==> src/rtl/shot_heat_budget_limiter_defines.svh <==
// Assertion macros shared by the shot heat budget limiter RTL.
// Each macro expects signals named clk and rst_n in the calling scope.
`ifndef SHOT_HEAT_BUDGET_LIMITER_DEFINES_SVH
`define SHOT_HEAT_BUDGET_LIMITER_DEFINES_SVH
`ifndef SYNTHESIS
`define SHBL_ASSERT_IMP(lbl, ante, cons, msg) \
    lbl: assert property (@(posedge clk) disable iff (!rst_n) (ante) |-> (cons)) \
        else $error(msg);
`define SHBL_ASSERT_NXT(lbl, ante, cons, msg) \
    lbl: assert property (@(posedge clk) disable iff (!rst_n) (ante) |=> (cons)) \
        else $error(msg);
`else
`define SHBL_ASSERT_IMP(lbl, ante, cons, msg)
`define SHBL_ASSERT_NXT(lbl, ante, cons, msg)
`endif
`endif

==> src/rtl/shbl_pkg.sv <==
package shbl_pkg;

    localparam int HEAT_WIDTH_DEF = 24;
    localparam int RATE_WIDTH_DEF = 16;

    // Field widths
    localparam int CUR_W   = 16;
    localparam int SPD_W   = 15;
    localparam int DES_W   = 17;
    localparam int CAP_W   = 16;
    localparam int HEAT_W  = 24;
    localparam int CPT_W   = 16;
    localparam int QT_W    = 12;
    localparam int RATE_W  = 16;
    localparam int PHASE_W = 2;

    localparam int S_DATA_W  = 80;
    localparam int M_DATA_W  = 48;
    localparam int CFG_IDX_W = 3;
    localparam int CFG_DAT_W = 24;

    // Safe-rate arithmetic
    localparam int NUM_W  = 28;            // 10*(heat_max-heat)+cooling_rate
    localparam int DVD_W  = NUM_W + 8;     // numerator scaled to Q8 rate
    localparam int DEN_W  = HEAT_W;        // heat_per_shot
    localparam int PROD_W = HEAT_W + RATE_W;

    localparam logic [QT_W-1:0] COUNT_MAX = '1;
    localparam int NEAR_CEIL = 65;

    localparam logic [HEAT_W-1:0] HEAT_MAX_RST      = 24'd15073280;
    localparam logic [HEAT_W-1:0] HEAT_PER_SHOT_RST = 24'd655360;
    localparam logic [HEAT_W-1:0] COOLING_RATE_RST  = 24'd917504;
    localparam logic [CPT_W-1:0]  COOL_PER_TICK_RST = 16'd918;
    localparam logic [CUR_W-1:0]  CUR_THRESH_RST    = 16'd1400;
    localparam logic [QT_W-1:0]   QUIET_TICKS_RST   = 12'd20;

    typedef enum logic [CFG_IDX_W-1:0] {
        CFG_HEAT_MAX      = 3'd0,
        CFG_HEAT_PER_SHOT = 3'd1,
        CFG_COOLING_RATE  = 3'd2,
        CFG_COOL_PER_TICK = 3'd3,
        CFG_CUR_THRESH    = 3'd4,
        CFG_QUIET_TICKS   = 3'd5
    } cfg_idx_t;

    typedef enum logic [PHASE_W-1:0] {
        PH_STOPPED  = 2'd0,
        PH_PRECHECK = 2'd1,
        PH_SUSPECT  = 2'd2,
        PH_CONFIRM  = 2'd3
    } phase_t;

    typedef enum logic [2:0] {
        ST_IDLE,
        ST_UPD,
        ST_COOL,
        ST_NEAR,
        ST_CHK,
        ST_DIV,
        ST_FIN,
        ST_OUT
    } state_t;

    typedef struct packed {
        logic [HEAT_W-1:0]       heat_max;
        logic [HEAT_W-1:0]       heat_per_shot;
        logic [HEAT_W-1:0]       cooling_rate;
        logic [CPT_W-1:0]        cool_per_tick;
        logic signed [CUR_W-1:0] current_threshold;
        logic [QT_W-1:0]         quiet_ticks;
    } cfg_t;

    typedef struct packed {
        logic load_in;
        logic upd;
        logic cool;
        logic near;
        logic chk;
        logic div_start;
        logic fin;
        logic load_out;
    } dp_cmd_t;

    typedef struct packed {
        logic need_div;
        logic div_done;
    } dp_stat_t;

endpackage

==> src/rtl/shot_heat_budget_limiter.sv <==
// Channel   Dir  Handshake            Payload
// s_*       in   s_tvalid/s_tready    s_tdata: one tick of wheel and rate readings
// m_*       out  m_tvalid/m_tready    m_tdata: heat level, allowed rate, shot, phase
// cfg_*     in   cfg_valid/cfg_ready  cfg_index, cfg_data: register write
//
// Path: the divider is skipped when the requested rate is sustainable or heat is near the
//   ceiling; when the safe-rate limit is needed it is worked out by the 36-step
//   bit-serial divider (one quotient bit per cycle).
// Reset: rst_n clears the detector phase, heat, quiet count, controller and
//   loads register defaults; no clearing pass.
// Stalls: one result beat waits in the output register while the next tick is
//   accepted and worked; it holds in the last step until the output is taken.
module shot_heat_budget_limiter #(
    parameter int HEAT_WIDTH = shbl_pkg::HEAT_WIDTH_DEF,
    parameter int RATE_WIDTH = shbl_pkg::RATE_WIDTH_DEF
) (
    input  logic                           clk,
    input  logic                           rst_n,
    // [15:0] friction_ma, [30:16] wheel_speed, [45:31] target_speed,
    // [62:46] desired_rate, [78:63] rate_cap, [79] zero
    input  logic                           s_tvalid,
    output logic                           s_tready,
    input  logic [shbl_pkg::S_DATA_W-1:0]  s_tdata,
    // [23:0] heat_level, [39:24] allowed_rate, [40] shot_counted,
    // [42:41] detect_phase, [47:43] zero
    output logic                           m_tvalid,
    input  logic                           m_tready,
    output logic [shbl_pkg::M_DATA_W-1:0]  m_tdata,
    input  logic                           cfg_valid,
    output logic                           cfg_ready,
    input  logic [shbl_pkg::CFG_IDX_W-1:0] cfg_index,
    input  logic [shbl_pkg::CFG_DAT_W-1:0] cfg_data
);
    import shbl_pkg::*;

    cfg_t     cfg_reg;
    cfg_t     cfg_next;
    dp_cmd_t  cmd;
    dp_stat_t stat;

    // Register file: always ready; unknown indexes drop the beat
    assign cfg_ready = 1'b1;

    always_comb
    begin
        cfg_next = cfg_reg;
        if (cfg_valid)
        begin
            case (cfg_idx_t'(cfg_index))
                CFG_HEAT_MAX:      cfg_next.heat_max          = cfg_data;
                CFG_HEAT_PER_SHOT: cfg_next.heat_per_shot     = cfg_data;
                CFG_COOLING_RATE:  cfg_next.cooling_rate      = cfg_data;
                CFG_COOL_PER_TICK: cfg_next.cool_per_tick     = cfg_data[CPT_W-1:0];
                CFG_CUR_THRESH:    cfg_next.current_threshold = cfg_data[CUR_W-1:0];
                CFG_QUIET_TICKS:   cfg_next.quiet_ticks       = cfg_data[QT_W-1:0];
                default:           cfg_next = cfg_reg;
            endcase
        end
    end

    always_ff @(posedge clk or negedge rst_n)
    begin
        if (!rst_n)
        begin
            cfg_reg.heat_max          <= HEAT_MAX_RST;
            cfg_reg.heat_per_shot     <= HEAT_PER_SHOT_RST;
            cfg_reg.cooling_rate      <= COOLING_RATE_RST;
            cfg_reg.cool_per_tick     <= COOL_PER_TICK_RST;
            cfg_reg.current_threshold <= CUR_THRESH_RST;
            cfg_reg.quiet_ticks       <= QUIET_TICKS_RST;
        end
        else
        begin
            cfg_reg <= cfg_next;
        end
    end

    // Sequencer: accept, update detector, cool, test ceiling, divide, present
    shbl_ctrl u_ctrl (
        .clk     (clk),
        .rst_n   (rst_n),
        .s_tvalid(s_tvalid),
        .s_tready(s_tready),
        .m_tvalid(m_tvalid),
        .m_tready(m_tready),
        .stat    (stat),
        .cmd     (cmd)
    );

    // Detector, heat bucket, rate clamp and divider
    shbl_dp #(
        .HEAT_WIDTH(HEAT_WIDTH),
        .RATE_WIDTH(RATE_WIDTH)
    ) u_dp (
        .clk    (clk),
        .rst_n  (rst_n),
        .cfg    (cfg_reg),
        .cmd    (cmd),
        .stat   (stat),
        .s_tdata(s_tdata),
        .m_tdata(m_tdata)
    );

endmodule

==> src/rtl/shbl_div.sv <==
`include "shot_heat_budget_limiter_defines.svh"

module shbl_div #(
    parameter int NW = shbl_pkg::DVD_W,
    parameter int DW = shbl_pkg::DEN_W
) (
    input  logic          clk,
    input  logic          rst_n,
    input  logic          start,
    input  logic [NW-1:0] dividend,
    input  logic [DW-1:0] divisor,
    output logic [NW-1:0] quotient,
    output logic          done
);
    localparam int CNT_W = $clog2(NW);
    localparam logic [CNT_W-1:0] LAST = CNT_W'(NW - 1);

    logic [NW-1:0]    quo_reg, quo_next;
    logic [DW-1:0]    rem_reg, rem_next;
    logic [DW-1:0]    den_reg, den_next;
    logic [CNT_W-1:0] cnt_reg, cnt_next;
    logic             busy_reg, busy_next;
    logic             done_reg, done_next;
    logic [DW:0]      rem_sh;
    logic [DW:0]      rem_sub;
    logic             ge;

    // One quotient bit per cycle, restoring form
    always_comb
    begin
        rem_sh  = {rem_reg, quo_reg[NW-1]};
        rem_sub = rem_sh - {1'b0, den_reg};
        ge      = (rem_sh >= {1'b0, den_reg});

        quo_next  = quo_reg;
        rem_next  = rem_reg;
        den_next  = den_reg;
        cnt_next  = cnt_reg;
        busy_next = busy_reg;
        done_next = 1'b0;
        if (start)
        begin
            quo_next  = dividend;
            rem_next  = '0;
            den_next  = divisor;
            cnt_next  = '0;
            busy_next = 1'b1;
        end
        else if (busy_reg)
        begin
            quo_next = {quo_reg[NW-2:0], ge};
            rem_next = ge ? rem_sub[DW-1:0] : rem_sh[DW-1:0];
            cnt_next = cnt_reg + 1'b1;
            if (cnt_reg == LAST)
            begin
                busy_next = 1'b0;
                done_next = 1'b1;
            end
        end
    end

    always_ff @(posedge clk or negedge rst_n)
    begin
        if (!rst_n)
        begin
            cnt_reg  <= '0;
            busy_reg <= 1'b0;
            done_reg <= 1'b0;
        end
        else
        begin
            cnt_reg  <= cnt_next;
            busy_reg <= busy_next;
            done_reg <= done_next;
        end
    end

    always_ff @(posedge clk)
    begin
        quo_reg <= quo_next;
        rem_reg <= rem_next;
        den_reg <= den_next;
    end

    assign quotient = quo_reg;
    assign done     = done_reg;

    `SHBL_ASSERT_IMP(a_done_idle, done_reg, !busy_reg, "divider done while busy")
    `SHBL_ASSERT_NXT(a_start_busy, start, busy_reg && (cnt_reg == '0), "divider did not start")
    `SHBL_ASSERT_NXT(a_last_done, busy_reg && !start && (cnt_reg == LAST), done_reg,
                     "divider missed done")

endmodule

==> src/rtl/shbl_dp.sv <==
module shbl_dp #(
    parameter int HEAT_WIDTH = shbl_pkg::HEAT_WIDTH_DEF,
    parameter int RATE_WIDTH = shbl_pkg::RATE_WIDTH_DEF
) (
    input  logic                          clk,
    input  logic                          rst_n,
    input  shbl_pkg::cfg_t                cfg,
    input  shbl_pkg::dp_cmd_t             cmd,
    output shbl_pkg::dp_stat_t            stat,
    input  logic [shbl_pkg::S_DATA_W-1:0] s_tdata,
    output logic [shbl_pkg::M_DATA_W-1:0] m_tdata
);
    import shbl_pkg::*;

    localparam int HCW = ((HEAT_WIDTH > HEAT_W) ? HEAT_WIDTH : HEAT_W) + 1;
    localparam int RCW = ((RATE_WIDTH > RATE_W) ? RATE_WIDTH : RATE_W) + 1;
    localparam logic [HCW-1:0] HEAT_LIMIT = HCW'((64'd1 << HEAT_WIDTH) - 64'd1);
    localparam logic [RCW-1:0] RATE_LIMIT = RCW'((64'd1 << RATE_WIDTH) - 64'd1);

    // Input beat
    logic signed [CUR_W-1:0] cur_reg;
    logic signed [SPD_W-1:0] spd_reg;
    logic signed [SPD_W-1:0] tgt_reg;
    logic signed [DES_W-1:0] des_reg;
    logic [CAP_W-1:0]        cap_reg;

    // Detector and heat state
    phase_t                  phase_reg, phase_next;
    logic [QT_W-1:0]         qc_reg, qc_next;
    logic [HEAT_WIDTH-1:0]   heat_reg, heat_next;
    logic                    shot_reg, shot_next;

    // Rate path
    logic [RATE_W-1:0]       r_reg, r_next;
    logic [PROD_W-1:0]       prod_reg;
    logic                    near_reg;
    logic [HEAT_W-1:0]       diff_reg;
    logic [RATE_W-1:0]       rate_reg, rate_next;

    // Output beat
    logic [HEAT_W-1:0]       o_heat_reg;
    logic [RATE_W-1:0]       o_rate_reg;
    logic                    o_shot_reg;
    phase_t                  o_phase_reg;

    logic signed [SPD_W+4:0] spd10, tgt9;
    logic                    quiet;
    logic [QT_W-1:0]         qc_inc;
    logic [HCW-1:0]          heat_ext, sum, cooled;
    logic [HCW-1:0]          near_sum, diff_full;
    logic [NUM_W-1:0]        num;
    logic [DVD_W-1:0]        quo;
    logic [RCW-1:0]          rate_ext;
    logic [RATE_W-1:0]       rate_sat;
    logic                    need_div;
    logic                    div_done;

    assign heat_ext = HCW'(heat_reg);

    // Detector step and shot heat
    always_comb
    begin
        spd10  = (SPD_W+5)'(spd_reg) * 20'sd10;
        tgt9   = (SPD_W+5)'(tgt_reg) * 20'sd9;
        quiet  = (cur_reg < cfg.current_threshold);
        qc_inc = (qc_reg != COUNT_MAX) ? qc_reg + 1'b1 : qc_reg;
        sum    = heat_ext + HCW'(cfg.heat_per_shot);
        if (sum > HCW'(cfg.heat_max))
        begin
            sum = HCW'(cfg.heat_max);
        end
        if (sum > HEAT_LIMIT)
        begin
            sum = HEAT_LIMIT;
        end

        phase_next = phase_reg;
        qc_next    = qc_reg;
        heat_next  = heat_reg;
        shot_next  = 1'b0;
        case (phase_reg)
            PH_STOPPED:
            begin
                if (spd10 > tgt9)
                begin
                    phase_next = PH_PRECHECK;
                    qc_next    = '0;
                end
            end
            PH_PRECHECK:
            begin
                if (!quiet)
                begin
                    phase_next = PH_SUSPECT;
                    qc_next    = '0;
                end
            end
            PH_SUSPECT:
            begin
                if (quiet)
                begin
                    qc_next = qc_inc;
                    if (qc_inc > cfg.quiet_ticks)
                    begin
                        phase_next = PH_CONFIRM;
                        qc_next    = '0;
                    end
                end
                else
                begin
                    qc_next = '0;
                end
            end
            PH_CONFIRM:
            begin
                heat_next  = sum[HEAT_WIDTH-1:0];
                phase_next = PH_PRECHECK;
                qc_next    = '0;
                shot_next  = 1'b1;
            end
            default:
            begin
                phase_next = PH_STOPPED;
            end
        endcase

        // Desired rate clamped to [0, rate_cap]
        if (des_reg[DES_W-1])
        begin
            r_next = '0;
        end
        else if (des_reg[RATE_W-1:0] > cap_reg)
        begin
            r_next = cap_reg;
        end
        else
        begin
            r_next = des_reg[RATE_W-1:0];
        end
    end

    always_comb
    begin
        cooled    = (heat_ext > HCW'(cfg.cool_per_tick)) ?
                    heat_ext - HCW'(cfg.cool_per_tick) : '0;
        near_sum  = heat_ext + HCW'(NEAR_CEIL);
        diff_full = HCW'(cfg.heat_max) - heat_ext;
        num       = NUM_W'({diff_reg, 3'b000}) + NUM_W'({diff_reg, 1'b0})
                    + NUM_W'(cfg.cooling_rate);
        need_div  = !near_reg && (prod_reg > {cfg.cooling_rate, 8'h00});

        rate_next = rate_reg;
        if (cmd.chk)
        begin
            rate_next = near_reg ? '0 : r_reg;
        end
        else if (cmd.fin)
        begin
            if (quo < DVD_W'(r_reg))
            begin
                rate_next = quo[RATE_W-1:0];
            end
        end

        rate_ext = RCW'(rate_reg);
        rate_sat = (rate_ext > RATE_LIMIT) ? RATE_LIMIT[RATE_W-1:0] : rate_reg;
    end

    assign stat = '{need_div: need_div, div_done: div_done};

    shbl_div #(
        .NW(DVD_W),
        .DW(DEN_W)
    ) u_div (
        .clk     (clk),
        .rst_n   (rst_n),
        .start   (cmd.div_start),
        .dividend({num, 8'h00}),
        .divisor (cfg.heat_per_shot),
        .quotient(quo),
        .done    (div_done)
    );

    always_ff @(posedge clk or negedge rst_n)
    begin
        if (!rst_n)
        begin
            phase_reg <= PH_STOPPED;
            qc_reg    <= '0;
            heat_reg  <= '0;
        end
        else if (cmd.upd)
        begin
            phase_reg <= phase_next;
            qc_reg    <= qc_next;
            heat_reg  <= heat_next;
        end
        else if (cmd.cool)
        begin
            heat_reg <= cooled[HEAT_WIDTH-1:0];
        end
    end

    always_ff @(posedge clk)
    begin
        if (cmd.load_in)
        begin
            cur_reg <= s_tdata[15:0];
            spd_reg <= s_tdata[30:16];
            tgt_reg <= s_tdata[45:31];
            des_reg <= s_tdata[62:46];
            cap_reg <= s_tdata[78:63];
        end
        if (cmd.upd)
        begin
            shot_reg <= shot_next;
            r_reg    <= r_next;
        end
        if (cmd.cool)
        begin
            prod_reg <= cfg.heat_per_shot * r_reg;
        end
        if (cmd.near)
        begin
            near_reg <= (near_sum >= HCW'(cfg.heat_max));
            diff_reg <= diff_full[HEAT_W-1:0];
        end
        rate_reg <= rate_next;
        if (cmd.load_out)
        begin
            o_heat_reg  <= heat_ext[HEAT_W-1:0];
            o_rate_reg  <= rate_sat;
            o_shot_reg  <= shot_reg;
            o_phase_reg <= phase_reg;
        end
    end

    assign m_tdata = {5'b00000, o_phase_reg, o_shot_reg, o_rate_reg, o_heat_reg};

endmodule

==> src/rtl/shbl_ctrl.sv <==
`include "shot_heat_budget_limiter_defines.svh"

module shbl_ctrl (
    input  logic               clk,
    input  logic               rst_n,
    input  logic               s_tvalid,
    output logic               s_tready,
    output logic               m_tvalid,
    input  logic               m_tready,
    input  shbl_pkg::dp_stat_t stat,
    output shbl_pkg::dp_cmd_t  cmd
);
    import shbl_pkg::*;

    state_t state_reg, state_next;
    logic   m_tvalid_reg, m_tvalid_next;
    logic   out_free;

    assign out_free = !m_tvalid_reg || m_tready;

    always_comb
    begin
        state_next = state_reg;
        case (state_reg)
            ST_IDLE: if (s_tvalid) state_next = ST_UPD;
            ST_UPD:  state_next = ST_COOL;
            ST_COOL: state_next = ST_NEAR;
            ST_NEAR: state_next = ST_CHK;
            ST_CHK:  state_next = stat.need_div ? ST_DIV : ST_OUT;
            ST_DIV:  if (stat.div_done) state_next = ST_FIN;
            ST_FIN:  state_next = ST_OUT;
            ST_OUT:  if (out_free) state_next = ST_IDLE;
            default: state_next = ST_IDLE;
        endcase
    end

    always_comb
    begin
        cmd       = '0;
        s_tready  = 1'b0;
        case (state_reg)
            ST_IDLE:
            begin
                s_tready    = 1'b1;
                cmd.load_in = s_tvalid;
            end
            ST_UPD:  cmd.upd  = 1'b1;
            ST_COOL: cmd.cool = 1'b1;
            ST_NEAR: cmd.near = 1'b1;
            ST_CHK:
            begin
                cmd.chk       = 1'b1;
                cmd.div_start = stat.need_div;
            end
            ST_FIN:  cmd.fin      = 1'b1;
            ST_OUT:  cmd.load_out = out_free;
            default: cmd = '0;
        endcase

        m_tvalid_next = m_tvalid_reg;
        if (cmd.load_out)
        begin
            m_tvalid_next = 1'b1;
        end
        else if (m_tready)
        begin
            m_tvalid_next = 1'b0;
        end
    end

    always_ff @(posedge clk or negedge rst_n)
    begin
        if (!rst_n)
        begin
            state_reg    <= ST_IDLE;
            m_tvalid_reg <= 1'b0;
        end
        else
        begin
            state_reg    <= state_next;
            m_tvalid_reg <= m_tvalid_next;
        end
    end

    assign m_tvalid = m_tvalid_reg;

    `SHBL_ASSERT_NXT(a_accept_upd, s_tvalid && s_tready, state_reg == ST_UPD,
                     "accepted beat not taken into update")
    `SHBL_ASSERT_NXT(a_out_valid, (state_reg == ST_OUT) && out_free, m_tvalid_reg,
                     "result beat not presented")
    `SHBL_ASSERT_NXT(a_div_wait, (state_reg == ST_DIV) && !stat.div_done,
                     state_reg == ST_DIV, "left divide before done")

endmodule

==> config.mk <==
export PLATFORM = sky130hd
export DESIGN_NAME = shot_heat_budget_limiter
export DESIGN_NICKNAME = d
export VERILOG_FILES = /design/src/rtl/shbl_pkg.sv /design/src/rtl/shot_heat_budget_limiter.sv /design/src/rtl/shbl_div.sv /design/src/rtl/shbl_dp.sv /design/src/rtl/shbl_ctrl.sv
export VERILOG_INCLUDE_DIRS = /design/src /design/src/rtl
export SDC_FILE = /design/constraint.sdc
export NUM_CORES = 2
export LEC_CHECK = 0
export CORE_MARGIN = 1.5
export CORE_UTILIZATION = 55
export DETAILED_ROUTE_END_ITERATION = 8
export DONT_BUFFER_PORTS = 1
export GPL_TIMING_DRIVEN = 0
export PLACE_DENSITY_LB_ADDON = 0.15
export SLEW_MARGIN = 20
export SYNTH_ARGS = -nofsm -noshare
export SYNTH_HDL_FRONTEND = slang
export SYNTH_HIERARCHICAL = 1
export SYNTH_SLANG_ARGS = --single-unit
==> constraint.sdc <==
create_clock -name clk -period 6.9 [get_ports clk]
set_input_delay 1.38 -clock clk [delete_from_list [all_inputs] [get_ports clk]]
set_output_delay 1.38 -clock clk [all_outputs]
set_load 0.01 [all_outputs]
Word level (Yosys, flattened, before mapping)
Cells that the tools add are included.

storage, ports and cells
  word-level logic and storage cells = 153
  register bits after elaboration = 470
  bits of input ports = 112
  output and inout port bits = 51

cells by class
  reductions and logical operators = 23
  order comparisons = 11
  $add $sub $neg = 9
  multiply operators = 3
  muxes and demuxes = 49
  equal/unequal tests = 25

operators by type and width
  cell                     count
  $mux W24                 6
  $mux W16                 5
  $mux W36                 2
  $mux W12                 5
  $ge A25 B24 Y1           2
  $pmux W12 S4             1
  $sub A24 B24 Y24         2
  $gt A40 B32 Y1           1
  $mul A24 B16 Y40         1
  $lt A36 B16 Y1           1
  $add A27 B25 Y28         1
  $add A28 B24 Y28         1
  $add A24 B24 Y25         1
  $add A24 B7 Y25 const B  1
  $gt A25 B24 Y1           1
  $gt A25 B24 Y1 const B   1
  $mux W25                 1
  $gt A24 B16 Y1           1
  $pmux W3 S8              1
  $sub A24 B16 Y24         1
  $gt A20 B20 Y1           1
  $mul A15 B5 Y20 const B  1
  $mul A15 B4 Y19 const B  1
  $eq A3 B3 Y1 const B     6
  other kinds (27)         75

Longest topological paths before layout
  depth in word-level cells = 7
  depth in mapped cells = 25
  depth with buffers taken out = 24

Hierarchy
Netlist, hierarchy kept.

modules (own cells, without submodules)
  module                    cells each  area each (sq um)  instances  sequential area each (sq um)
  shbl_dp                   3,384       32,160.8           1          7,557.2
  shbl_div                  478         5,168.7            1          2,482.4
  shot_heat_budget_limiter  252         4,443.0            1          2,932.8
  shbl_ctrl                 33          317.8              1          100.1

Worst setup path before layout
Ideal clock, no wire load.

  path type = register to register
  start point = register cfg_reg[77] (netlist name)
  end point = register u_dp.prod_reg[36] (data pin)
  path buffers = 1
  data arrival time = 6.201 ns
  path slack = 0.434 ns
  data required time = 6.635 ns
  cell stages (with the launch flop) = 24
  library setup time = 0.265 ns
  cells stage by stage = dfrtp_1 clkbuf_1 nand2_1 fa_1 inv_1 fa_1 inv_1 fa_1 inv_1 fa_1 fa_1 inv_1 fa_1 inv_1 ha_1 a21o_1 a21oi_1 o21ai_0 a211o_1 a31oi_2 o21ai_2 a32oi_1 nor2_1 or3_1

on the way
  word-level cells in the longest chain between the ends = 1

ends and longest elaborated chain
  what                      RTL line                        source
  start: declaration        shot_heat_budget_limiter.sv:36  cfg_t cfg_reg;
  start signal: assignment  shot_heat_budget_limiter.sv:74  cfg_reg <= cfg_next;
  $mul A24 B16 Y40          shbl_dp.sv:221                  prod_reg <= cfg.heat_per_shot * r_reg;
  end signal: assignment    shbl_dp.sv:221
  end: declaration          shbl_dp.sv:35                   logic [PROD_W-1:0] prod_reg;

No other way between the ends.
A chain may end at the register's enable or synchronous reset.

Worst setup path in the final report
  start point = register u_dp.r_reg[12]
  end point = register u_dp.prod_reg[36] (data pin)

on the way
  word-level cells in the longest chain between the ends = 1

ends and longest elaborated chain
  what                      RTL line        source
  start: declaration        shbl_dp.sv:34   logic [RATE_W-1:0] r_reg, r_next;
  start signal: assignment  shbl_dp.sv:217  r_reg <= r_next;
  $mul A24 B16 Y40          shbl_dp.sv:221

No other way between the ends.

==> flow_summary_export.csv <==
group,metric,value,unit
synthesis,synth_area_leaders,"edfxtp_1, fa_1, ha_1, dfrtp_1, inv_1",
worst_hold_path,hold_path_end,"u_dp/o_rate_reg[10]",
synthesis,synth_most_common_cell,"inv_1",
die,ios,163,
synthesis,syn-cell-area,0.0421,mm2
sta,hold_viol,0,
synthesis,synth_edf_count,280,
synthesis,netlist_instances,4147,
synthesis,synth-async-reset-ratio,35.3,%
worst_setup_path,critPathMaxStageDelay,0.59,ns
worst_setup_path,worstSetupPathType,"reg2reg",
outcome,outcome,"complete, no violations",
worst_setup_path,r2r-end,"u_dp/prod_reg[36]",
worst_setup_path,critPathSlowestCell,"fa_1",
detailed_routing,ant_nets,0,
clocking,clockBufferDepth,3,
synthesis,yosys.area.top_type,"edfxtp_1",
synthesis,yosys_most_used_dff,"edfxtp_1",
placed_design,post-dp-hpwl,90700,um
placed_design,gp_congestion,0.947,
worst_setup_path,crit_required,7.25,ns
run,maxCapViolations,0,
detailed_routing,firstDrtPassIters,5,
worst_setup_path,endpoint_kind,"flip-flop",
worst_setup_path,cp.arrival,7.10,ns
clocking,postCtsHoldBufs,0,
worst_setup_path,cp-start-kind,"flip-flop",
synthesis,yosysSeqAreaShare,31.1,%
cells_and_area,nFillCells,6488,
sta,slew_headroom,37.7,%
die,design.die.area,0.0782,mm2
sta,tightest_slew,0.911,ns
clocking,clk_pin_slew,0.06,ns
die,die_x,280,um
worst_setup_path,r2r_slack,0.15,ns
synthesis,synth_cell_types,115,
cells_and_area,final_area,0.0462,mm2
die,rows,101,
clocking,cts_root_buffer,"clkbuf_16",
global_route,grt_pass1_wl,181000,um
die,initial_core_util,55.5,%
cells_and_area,fin_nets,5164,
worst_setup_path,crit_chain,"buf_6 -> and2_1 -> fa_1 -> inv_1 -> fa_1 -> inv_1 -> fa_1 -> fa_1 -> fa_1 -> inv_1 -> fa_1 -> inv_1 -> ha_4 -> a21o_1 -> a21oi_1 -> o21ai_1 -> a211o_1 -> a31oi_4 -> o21ai_4 -> a32oi_4 -> nor2_1 -> or3_1",
worst_setup_path,path_common_cell,"fa_1",
clocking,cts_tree,"built",
die,die_h,280,um
detailed_routing,routed_via_density,5.84,
global_route,grt_remaining_overflow,0,
worst_setup_path,r2r-start,"u_dp/r_reg[12]",
detailed_routing,vias,31000,
worst_hold_path,worstHoldPathCells,0,
placed_design,placed_area,0.0435,mm2
detailed_routing,wl_per_cell,22.3,um
clocking,clock_latency,0.62,ns
worst_setup_path,crit_buf_inv,5,
cells_and_area,drive_gt1_share,12.4,%
detailed_routing,wl,118000,um
clocking,htreeDepth,2,
sta,period_minus_slack,6.75,ns
die,fp.coreArea,0.0758,mm2
synthesis,yosysTopAreaCellShare,20.0,%
global_route,grt_max_degree,167,
worst_setup_path,r2r_cells,22,
cells_and_area,largest_reg_flops,116,
global_route,grt_pass1_vias,30900,
sta,fin_crit_sh,97.8,%
placed_design,portBuffers,0,
sta,fmax,148,MHz
synthesis,synth-seq-cells,470,
sta,fin_skew,0.0264,ns
worst_hold_path,hp-class,"reg2reg",
worst_hold_path,min_from,"u_dp/rate_reg[10]",
synthesis,ys.warnings.count,6,
detailed_routing,initialDrtViolationCount,2370,
sta,slew_violations,0,
worst_setup_path,crit_family,"adder cells",
sta,setup_viol,0,
synthesis,synth_area_per_cell,10.1,um2
worst_setup_path,critPathMaxFanout,5,
global_route,antenna_found_initial,17,
cells_and_area,syn_to_final_growth,9.73,%
synthesis,synth.cells.most_frequent,"inv_1, ha_1, nand2_1",
clocking,cts_buffers,53,
clocking,cts.sinks,470,
detailed_routing,drcViolationCount,0,
global_route,grt_usage,30.6,%
## per-layer routing
layer  GRT usage, %  part of all wire (%)
met2           49.5                    46
met5              0                 0.069
met1           40.7                    42
met3           6.41                   8.0
met4           11.1                   4.2
## placed cells by master, fill, tap and decap left out, drive strengths merged, types with 20 or more instances in the layout
master    n
mux2    155
a21o     73
o21a     40
nand2   365
a21oi   166
dfxtp    24
o21ai   155
and3     26
fa      334
nand2b   29
nor2b    52
o211ai   25
xor2     56
buf     143
xnor2   119
nor4     20
a31oi    32
a311oi   25
dfrtp   142
mux2i    39
a211oi   26
nand4    49
inv     604
clkbuf  131
nor3     58
edfxtp  280
ha      437
nor2    193
dfstp    24
and2    173
nand3    70
## worst max path at each step
stage / start / end / slack (ns) / depth (start not counted)
3_3_place_gp: u_dp/r_reg[8] / u_dp/prod_reg[36] / -0.97 / 22
6_report: u_dp/r_reg[12] / u_dp/prod_reg[36] / 0.15 / 22
3_5_place_dp: u_dp/r_reg[14] / u_dp/prod_reg[36] / -1.01 / 21
2_1_floorplan: cfg_reg[77] / u_dp/prod_reg[36] / 0.43 / 23
5_1_grt: u_dp/r_reg[5] / u_dp/prod_reg[36] / -0.04 / 23
4_1_cts: u_dp/r_reg[13] / u_dp/prod_reg[35] / 0.02 / 20
## area by class of cell
class / count / area, um2 / area share (%)
diodes: 3 / 7.51 / 0.0163
plain buffers: 128 / 826 / 1.79
clock buffers: 70 / 1470 / 3.19
clock inverters: 30 / 288 / 0.623
inverters: 603 / 2260 / 4.90
multi-input cells: 2949 / 26300 / 56.9
flip-flops and latches: 470 / 13100 / 28.5
well taps: 978 / 1220 / 2.65
repair buffers: 76 / 683 / 1.48
## cells by family (layout without fill, tap and decap cells)
group,count (synthesis),after routing,synth area share (%)
muxes,194,194,5.07
other,2,17,0.0178
AOI/OAI and AO/OA,667,667,10.7
xor gates and xnor gates,175,175,3.64
and+or+nand+nor,1128,1128,13.6
adders and majority gates,771,771,28.9
buffers and inverters,740,907,7.00
DFF,470,470,31.1
## through the flow
step	instances	setup TNS, ns	util [%]	setup WS [ns]	hold slack, ns
floorplan	4159	0	-	0.434	0.400
detailed placement	5144	-8.72	57.4	-1.01	0.405
finish	5307	0	60.9	0.153	0.418
CTS	5274	0	60.3	0.0182	0.419
global route	5304	-0.0962	60.9	-0.0434	0.425
global placement	5137	-9.77	57.2	-0.967	0.405
## what timing repair did
action                     in CTS  in global routing
pin swaps                       4                 15
buffers inserted               36                 33
setup endpoints to repair      21                 12
resized for setup             102                103
Power is left out: the tool's default activity adds up to more than one toggle a clock period on the data nets, which glitch-free logic cannot reach.
